<file path="config.mk">
export PLATFORM = sky130hd
export DESIGN_NAME = dimm_temp_poll_qualifier
export DESIGN_NICKNAME = d
export VERILOG_FILES = /design/src/sv/dtpq_pkg.sv /design/src/sv/dtpq_lane_max.sv /design/src/sv/dimm_temp_poll_qualifier.sv
export SDC_FILE = /design/constraint.sdc
export NUM_CORES = 1
export LEC_CHECK = 0
export ABC_AREA = 1
export BUFFER_PORTS_ARGS = -buffer_cell sky130_fd_sc_hd__clkbuf_2
export CAP_MARGIN = 20
export CORE_UTILIZATION = 45
export DETAILED_ROUTE_END_ITERATION = 8
export PLACE_DENSITY = 0.68
export SLEW_MARGIN = 20
export SYNTH_ARGS = -nofsm -noshare
export SYNTH_HDL_FRONTEND = slang
export SYNTH_SLANG_ARGS = --single-unit
</file>
<file path="constraint.sdc">
create_clock -name clk -period 15.4 [get_ports clk]
set_input_delay 4.62 -clock clk [delete_from_list [all_inputs] [get_ports clk]]
set_output_delay 4.62 -clock clk [all_outputs]
set_load 0.03 [all_outputs]
</file>
<file path="src/sv/dtpq_pkg.sv">
package dtpq_pkg;

	localparam int LANES = 8;
	localparam int WORD_W = 16;
	localparam logic [1:0] CRIT_LIMIT = 2'd3;

	localparam logic [1:0] CFG_GROUP_SIZE = 2'd0;
	localparam logic [1:0] CFG_DELAY_TICKS = 2'd1;
	localparam logic [1:0] CFG_UPPER_CRIT = 2'd2;

	localparam logic [2:0] ST_OFF = 3'd0;
	localparam logic [2:0] ST_DELAYING = 3'd1;
	localparam logic [2:0] ST_ALL_FAILED = 3'd2;
	localparam logic [2:0] ST_PUBLISHED = 3'd3;
	localparam logic [2:0] ST_CRIT_PENDING = 3'd4;

	localparam logic [3:0] GROUP_SIZE_RST = 4'd1;
	localparam logic [7:0] DELAY_TICKS_RST = 8'd0;
	localparam logic [9:0] UPPER_CRIT_RST = 10'd512;

	typedef struct packed {
		logic        power_on;
		logic        owner_present;
		logic [63:0] words_lanes_low;
		logic [63:0] words_lanes_high;
		logic [7:0]  read_ok_mask;
	} item_t;

	typedef struct packed {
		logic [2:0] status;
		logic       available;
		logic       updated;
		logic [8:0] temperature;
		logic [1:0] critical_hits;
	} result_t;

	typedef struct packed {
		logic       any_ok;
		logic [8:0] best;
	} lane_max_t;

	// The low byte of the word carries the upper temperature bits.
	function automatic logic [8:0] lane_degrees(input logic [WORD_W-1:0] word);
		logic [12:0] raw;
		raw = {word[4:0], word[15:8]};
		return raw[12:4];
	endfunction

endpackage

</file>
<file path="src/sv/dtpq_lane_max.sv">
module dtpq_lane_max (
	input  logic [63:0]          words_lanes_low,
	input  logic [63:0]          words_lanes_high,
	input  logic [7:0]           read_ok_mask,
	input  logic [3:0]           group_size,
	output dtpq_pkg::lane_max_t  lane_max
);
	import dtpq_pkg::*;

	logic [2*64-1:0] words;

	assign words = {words_lanes_high, words_lanes_low};

	always_comb begin
		logic [8:0] d;
		lane_max = '0;
		d = '0;
		for (int i = 0; i < LANES; i++) begin
			if (read_ok_mask[i] && (4'(i) < group_size)) begin
				d = lane_degrees(words[i*WORD_W +: WORD_W]);
				if (d >= lane_max.best) begin
					lane_max.best = d;
				end
				lane_max.any_ok = 1'b1;
			end
		end
	end

endmodule

</file>
<file path="src/sv/dimm_temp_poll_qualifier.sv">
// Qualifies DIMM temperature poll ticks. Each beat on the item channel is one
// poll tick with the power and owner flags, up to eight raw sensor words and
// their read success mask. Each tick yields exactly one beat on the result
// channel with the status, availability, publish flag, last published
// temperature and the critical hit count.
// Both channels use valid/ready. A tick is captured in an input register and
// evaluated from there into the result register, which offers it as the
// result beat. One tick per cycle is sustained while the receiver takes
// results; the lane decode and maximum sit between those two registers.
// When the receiver stalls, the result register holds its beat and an empty
// input register still takes one more tick; after that item_ready drops
// until the result is taken.
// The configuration port writes group_size, delay_ticks and upper_critical
// by index. The asynchronous reset empties both registers, clears the delay
// count, hit count, published temperature and availability and restores the
// configuration defaults.
module dimm_temp_poll_qualifier (
	input  logic              clk,
	input  logic              arst_n,
	input  logic              item_valid,
	output logic              item_ready,
	input  dtpq_pkg::item_t   item,
	output logic              result_valid,
	input  logic              result_ready,
	output dtpq_pkg::result_t result,
	input  logic              cfg_write,
	input  logic [1:0]        cfg_index,
	input  logic [9:0]        cfg_data
);
	import dtpq_pkg::*;

	logic       valid_s1;
	item_t      item_s1;
	logic       res_valid_q;
	result_t    res_q;

	logic [3:0] group_size_q;
	logic [7:0] delay_ticks_q;
	logic [9:0] upper_crit_q;

	logic [7:0] delay_count_q;
	logic [1:0] crit_count_q;
	logic [8:0] temp_q;
	logic       avail_q;

	logic       advance;
	lane_max_t  lane_max;
	logic [7:0] delay_count_d;
	logic [1:0] crit_count_d;
	logic [8:0] temp_d;
	logic       avail_d;
	logic       updated_d;
	logic [2:0] status_d;
	logic       hot;

	assign advance = valid_s1 && (!res_valid_q || result_ready);
	assign item_ready = !valid_s1 || advance;
	assign result_valid = res_valid_q;
	assign result = res_q;

	dtpq_lane_max u_lane_max (
		.words_lanes_low  (item_s1.words_lanes_low),
		.words_lanes_high (item_s1.words_lanes_high),
		.read_ok_mask     (item_s1.read_ok_mask),
		.group_size       (group_size_q),
		.lane_max         (lane_max)
	);

	assign hot = {1'b0, lane_max.best} >= upper_crit_q;

	always_comb begin
		delay_count_d = delay_count_q;
		crit_count_d = crit_count_q;
		temp_d = temp_q;
		avail_d = avail_q;
		updated_d = 1'b0;
		status_d = ST_OFF;
		if (!item_s1.power_on || !item_s1.owner_present) begin
			avail_d = 1'b0;
			delay_count_d = '0;
			status_d = ST_OFF;
		end else if (delay_count_q < delay_ticks_q) begin
			avail_d = 1'b0;
			delay_count_d = delay_count_q + 8'd1;
			status_d = ST_DELAYING;
		end else if (!lane_max.any_ok) begin
			avail_d = 1'b0;
			status_d = ST_ALL_FAILED;
		end else begin
			if (hot) begin
				crit_count_d = (crit_count_q < CRIT_LIMIT) ? crit_count_q + 2'd1 : crit_count_q;
			end else begin
				crit_count_d = '0;
			end
			if (!hot || crit_count_d >= CRIT_LIMIT) begin
				avail_d = 1'b1;
				temp_d = lane_max.best;
				updated_d = 1'b1;
				status_d = ST_PUBLISHED;
			end else begin
				status_d = ST_CRIT_PENDING;
			end
		end
	end

	always_ff @(posedge clk or negedge arst_n) begin
		if (!arst_n) begin
			group_size_q <= GROUP_SIZE_RST;
			delay_ticks_q <= DELAY_TICKS_RST;
			upper_crit_q <= UPPER_CRIT_RST;
		end else if (cfg_write) begin
			case (cfg_index)
				CFG_GROUP_SIZE: group_size_q <= cfg_data[3:0];
				CFG_DELAY_TICKS: delay_ticks_q <= cfg_data[7:0];
				CFG_UPPER_CRIT: upper_crit_q <= cfg_data;
				default: ;
			endcase
		end
	end

	always_ff @(posedge clk or negedge arst_n) begin
		if (!arst_n) begin
			valid_s1 <= 1'b0;
			res_valid_q <= 1'b0;
			delay_count_q <= '0;
			crit_count_q <= '0;
			temp_q <= '0;
			avail_q <= 1'b0;
		end else begin
			if (item_ready) begin
				valid_s1 <= item_valid;
			end
			if (advance) begin
				res_valid_q <= 1'b1;
				delay_count_q <= delay_count_d;
				crit_count_q <= crit_count_d;
				temp_q <= temp_d;
				avail_q <= avail_d;
			end else if (result_ready) begin
				res_valid_q <= 1'b0;
			end
		end
	end

	always_ff @(posedge clk) begin
		if (item_ready && item_valid) begin
			item_s1 <= item;
		end
		if (advance) begin
			res_q.status <= status_d;
			res_q.available <= avail_d;
			res_q.updated <= updated_d;
			res_q.temperature <= temp_d;
			res_q.critical_hits <= crit_count_d;
		end
	end

endmodule

</file>
==> results.md <==
* Vias in the first global route at 5752
* Number of vias in the routed layout at 6140
* Source of the worst register-to-register timing path: group_size_q[0]
* Total iterations of the first detailed-routing run at 7
* Final Hold Violating Endpoints at 0
* Worst VDD drop at 0.0897 mV
* Buffer levels on the longest clock path at 2
* Static Leakage at 4.75 nW
* Initial antenna violation count at 0
* Outcome: completed
* Cts hold-fix bufs at 0
* CTS-repair resized insts at 0
* Highest-delay cell along the critical path: dfstp_2
* Net Sw Power at 512 uW
* Switch share at 36.9%
* Critical R2R Capture: result[9]
* H-tree Lvls at 4
* Max-slew violations at 0
* DRC Markers at 0
* TritonCTS clock tree: yes
* Relative slew slack at 31.7%
* Maximum number of pins on one net before global-route repair at 81
* Synthesized netlist net count at 1119
* Number of fill cells in the layout at 1554
* Core footprint at 0.0174 mm^2
* Type of element capturing the critical path: register
* Max Cap Viol at 0
* FF-to-FF setup slack at 2.01 ns
* Final period demand of the worst path at 13.39 ns
* Remaining antenna violation count after routing at 0
* Slew @ Worst Pin at 1.02 ns
* Setup repair after global routing missed its margin: false
* Share of the yosys chip area belonging to registers at 50.5%
* Number of synthesized flops with an enable pin at 98
* Number of buffers created by CTS at 17
* Data required time of the worst path at 15.65 ns
* Die area at 0.0184 mm^2
* Portion of total power attributed to the clock network at 28.4%
* Startpoint Class: register
* Power density normalized to cell area at 147 mW/mm^2
* Class of the most critical setup path: register to register
* Min-Delay Endpoint: temp_q[4]
* Top delay family on crit path: simple AND/OR/NAND/NOR gates
* Setup bufs post-CTS at 0
* Weighted congestion at the end of routability-driven global placement at 0.838
* Detailed placement HPWL at 12.5 mm
* Clock latency on the worst-skew pair at 0.42 ns
* Global Route Usage Sum at 19.3%
* Number of distinct library cell variants in the gate-level netlist after synthesis at 33
* Width of the die at 135 um
* Depth of the most critical reg-to-reg path at 93
* Total congestion overflow after global routing at 0
* Clock Sinks at 142
* Number of setup violations in the final report at 0
* Clock root cell: clkbuf_16
* Starting density of the core at 46.2%
* Num ports at 173
* Crit-path most repeated cell: nand2_1
* Final Routed Wirelength at 16.6 mm
* Asr flop ratio synth at 31.0%
* Count of buffering cells on the critical path with inverters included at 3
* Total power of the final layout at 1.39 mW
* Fraction of the cycle the final worst path needs at 87.0%
* Setup skew after layout at 0.0100 ns
* Number of nets at the end of the flow at 1244
* Number of warnings printed during yosys synthesis at 0
* Sum of negative setup slack at 0 ns
* Clock slew at reported path FFs at 0.06 ns
* Port bufs at 116
* Crit path DAT at 13.64 ns
* Power share of the combinational group at 36.1%
* Per-cell via count in the routed design at 4.88
* Maximum fanout along the worst path at 28
* Layout overhead on the synthesized area at 17.4%
* Synth Register Bits at 142
* First DRT Iteration DRCs at 332
* Hold path startpoint: temp_q[4]
* Layout cells sized above 1 at 18.9%
* Syn Std Cell Area at 0.00802 mm^2
* Inserted Diodes at 0
* Row count at 48
* Most common flop cell mapped by yosys: edfxtp_1
* Routed wirelength normalized by instance count at 13.2 um
* Global-route wire length before repair at 26.9 mm
* Internal power summed over all cells at 874 uW
* Number of instances on the worst hold path at 2
* Number of standard cells after synthesis at 894
* Maximum frequency from static timing analysis at 0.0747 GHz
* Mean instance size in the synthesized netlist at 8.97 um^2
* Worst min-delay path category: register to register
* Largest incremental delay on the critical path at 0.54 ns
* Die span in y at 135 um
* Part of the power in registers at 35.5%
final cells by class:
cell class              instances  area (um^2)  share of cell area (%)
flip-flops and latches        142         4050                    43.0
well taps                     225          282                    2.99
inverters                     138          519                    5.51
clock inverters                14          133                    1.41
multi-input cells             601         3400                    36.1
clock buffers                  18          429                    4.56
repair buffers                119          611                    6.48
cells in the final DEF, fill, tap and decap left out, drive strengths merged, types with 3 or more instances in the layout:
cell	synthesis	layout
nand2	232	232
inv	138	142
clkbuf	6	134
edfxtp	98	98
nand3	85	85
o21ai	75	75
ha	70	70
nor2	49	49
dfrtp	42	42
a21oi	34	34
and2	9	9
or2	8	8
nand4	7	7
clkinv	0	7
o211ai	6	6
nor3	5	5
o21bai	4	4
o21a	4	4
nand3b	3	3
a21boi	3	3
buf	7	3
logic make-up after synthesis:
group | count (synthesis) | share of synthesized area (%)
AND/OR/NAND/NOR | 401 | 22.5
buffers and inverters | 151 | 7.16
flip-flops | 142 | 50.5
AO/OA/AOI/OAI | 128 | 8.68
adder cells (fa/ha/maj) | 70 | 10.9
XOR/XNOR | 1 | 0.109
multiplexers | 1 | 0.140
worst max-delay path by stage:
stage,from,endpoint,slack (ns),depth (start not counted)
4_1_cts,group_size_q[0],result[9],1.83,93
6_report,group_size_q[0],result[9],2.01,93
3_3_place_gp,group_size_q[0],result[3],2.29,90
5_1_grt,group_size_q[0],temp_q[4],0.07,95
3_5_place_dp,group_size_q[0],result[9],2.07,89
2_1_floorplan,group_size_q[0],result[10],3.41,97
tightest hold or removal path, stage by stage, from the launching register on:
cell and delay [ns]:
dfrtp_1 0.34, nand2_1 0.06, nand2_1 0.05
per-layer routing:
metal | vias up | track usage (%) | share of wire [%]
met5 | - | 0 | 0
met1 | 2758 | 24.6 | 47
met3 | 24 | 4.19 | 3.7
li1 | 3229 | - | -
met2 | 129 | 31.8 | 48
met4 | 0 | 7.62 | 2.1
flip-flops by register name, indices dropped and copies added, names as in the netlist:
| signal | cells |
|---|---|
| avail_q | 1 |
| crit_count_q | 2 |
| delay_count_q | 8 |
| delay_ticks_q | 8 |
| group_size_q | 4 |
| item_s1 | 82 |
| result | 16 |
| result_valid | 1 |
| temp_q | 9 |
| upper_crit_q | 10 |
| valid_s1 | 1 |
power groups by stage:
stage,registers [mW],logic (mW),clock network (mW)
CTS,0.492,0.506,0.404
global route,0.497,0.587,0.420
finish,0.492,0.501,0.393
global placement,0.498,0.487,0
detailed placement,0.499,0.501,0
floorplan,0.512,0.364,0
synthesized netlist by cell type (2+ instances only):
cell,n,share of area (%)
nor3_1,5,0.31
buf_2,6,0.37
a21boi_0,3,0.28
nand2_1,210,9.8
inv_1,133,6.2
inv_2,5,0.23
a21oi_1,34,2.1
or2_2,8,0.62
nor2_2,4,0.31
nor4_1,2,0.16
nand2_2,15,1.2
clkbuf_1,6,0.28
nand3_2,2,0.25
edfxtp_1,98,37
nand4_1,7,0.55
ha_1,70,11
nor2_1,45,2.1
nand3b_1,3,0.28
o21a_1,3,0.28
o21bai_1,4,0.37
o211ai_1,6,0.56
nand2_4,7,0.98
dfstp_2,2,0.66
nand3_1,83,5.2
dfrtp_1,42,13
o21ai_0,75,4.7
and2_1,9,0.70
a211oi_1,2,0.19
per-stage QoR:
stage | setup slack, ns | util [%] | hold WS (ns) | cells | cell area, um^2
after floorplan | 3.41 | - | 0.437 | 894 | 8020
after global placement | 2.29 | 50.9 | 0.463 | 1224 | 8840
after detailed placement | 2.07 | 50.9 | 0.469 | 1224 | 8840
after CTS | 1.83 | 54.2 | 0.486 | 1256 | 9400
after global routing | 0.0657 | 54.3 | 0.495 | 1257 | 9420
final | 2.01 | 54.3 | 0.484 | 1257 | 9420
(Power assumes the default switching activity.)
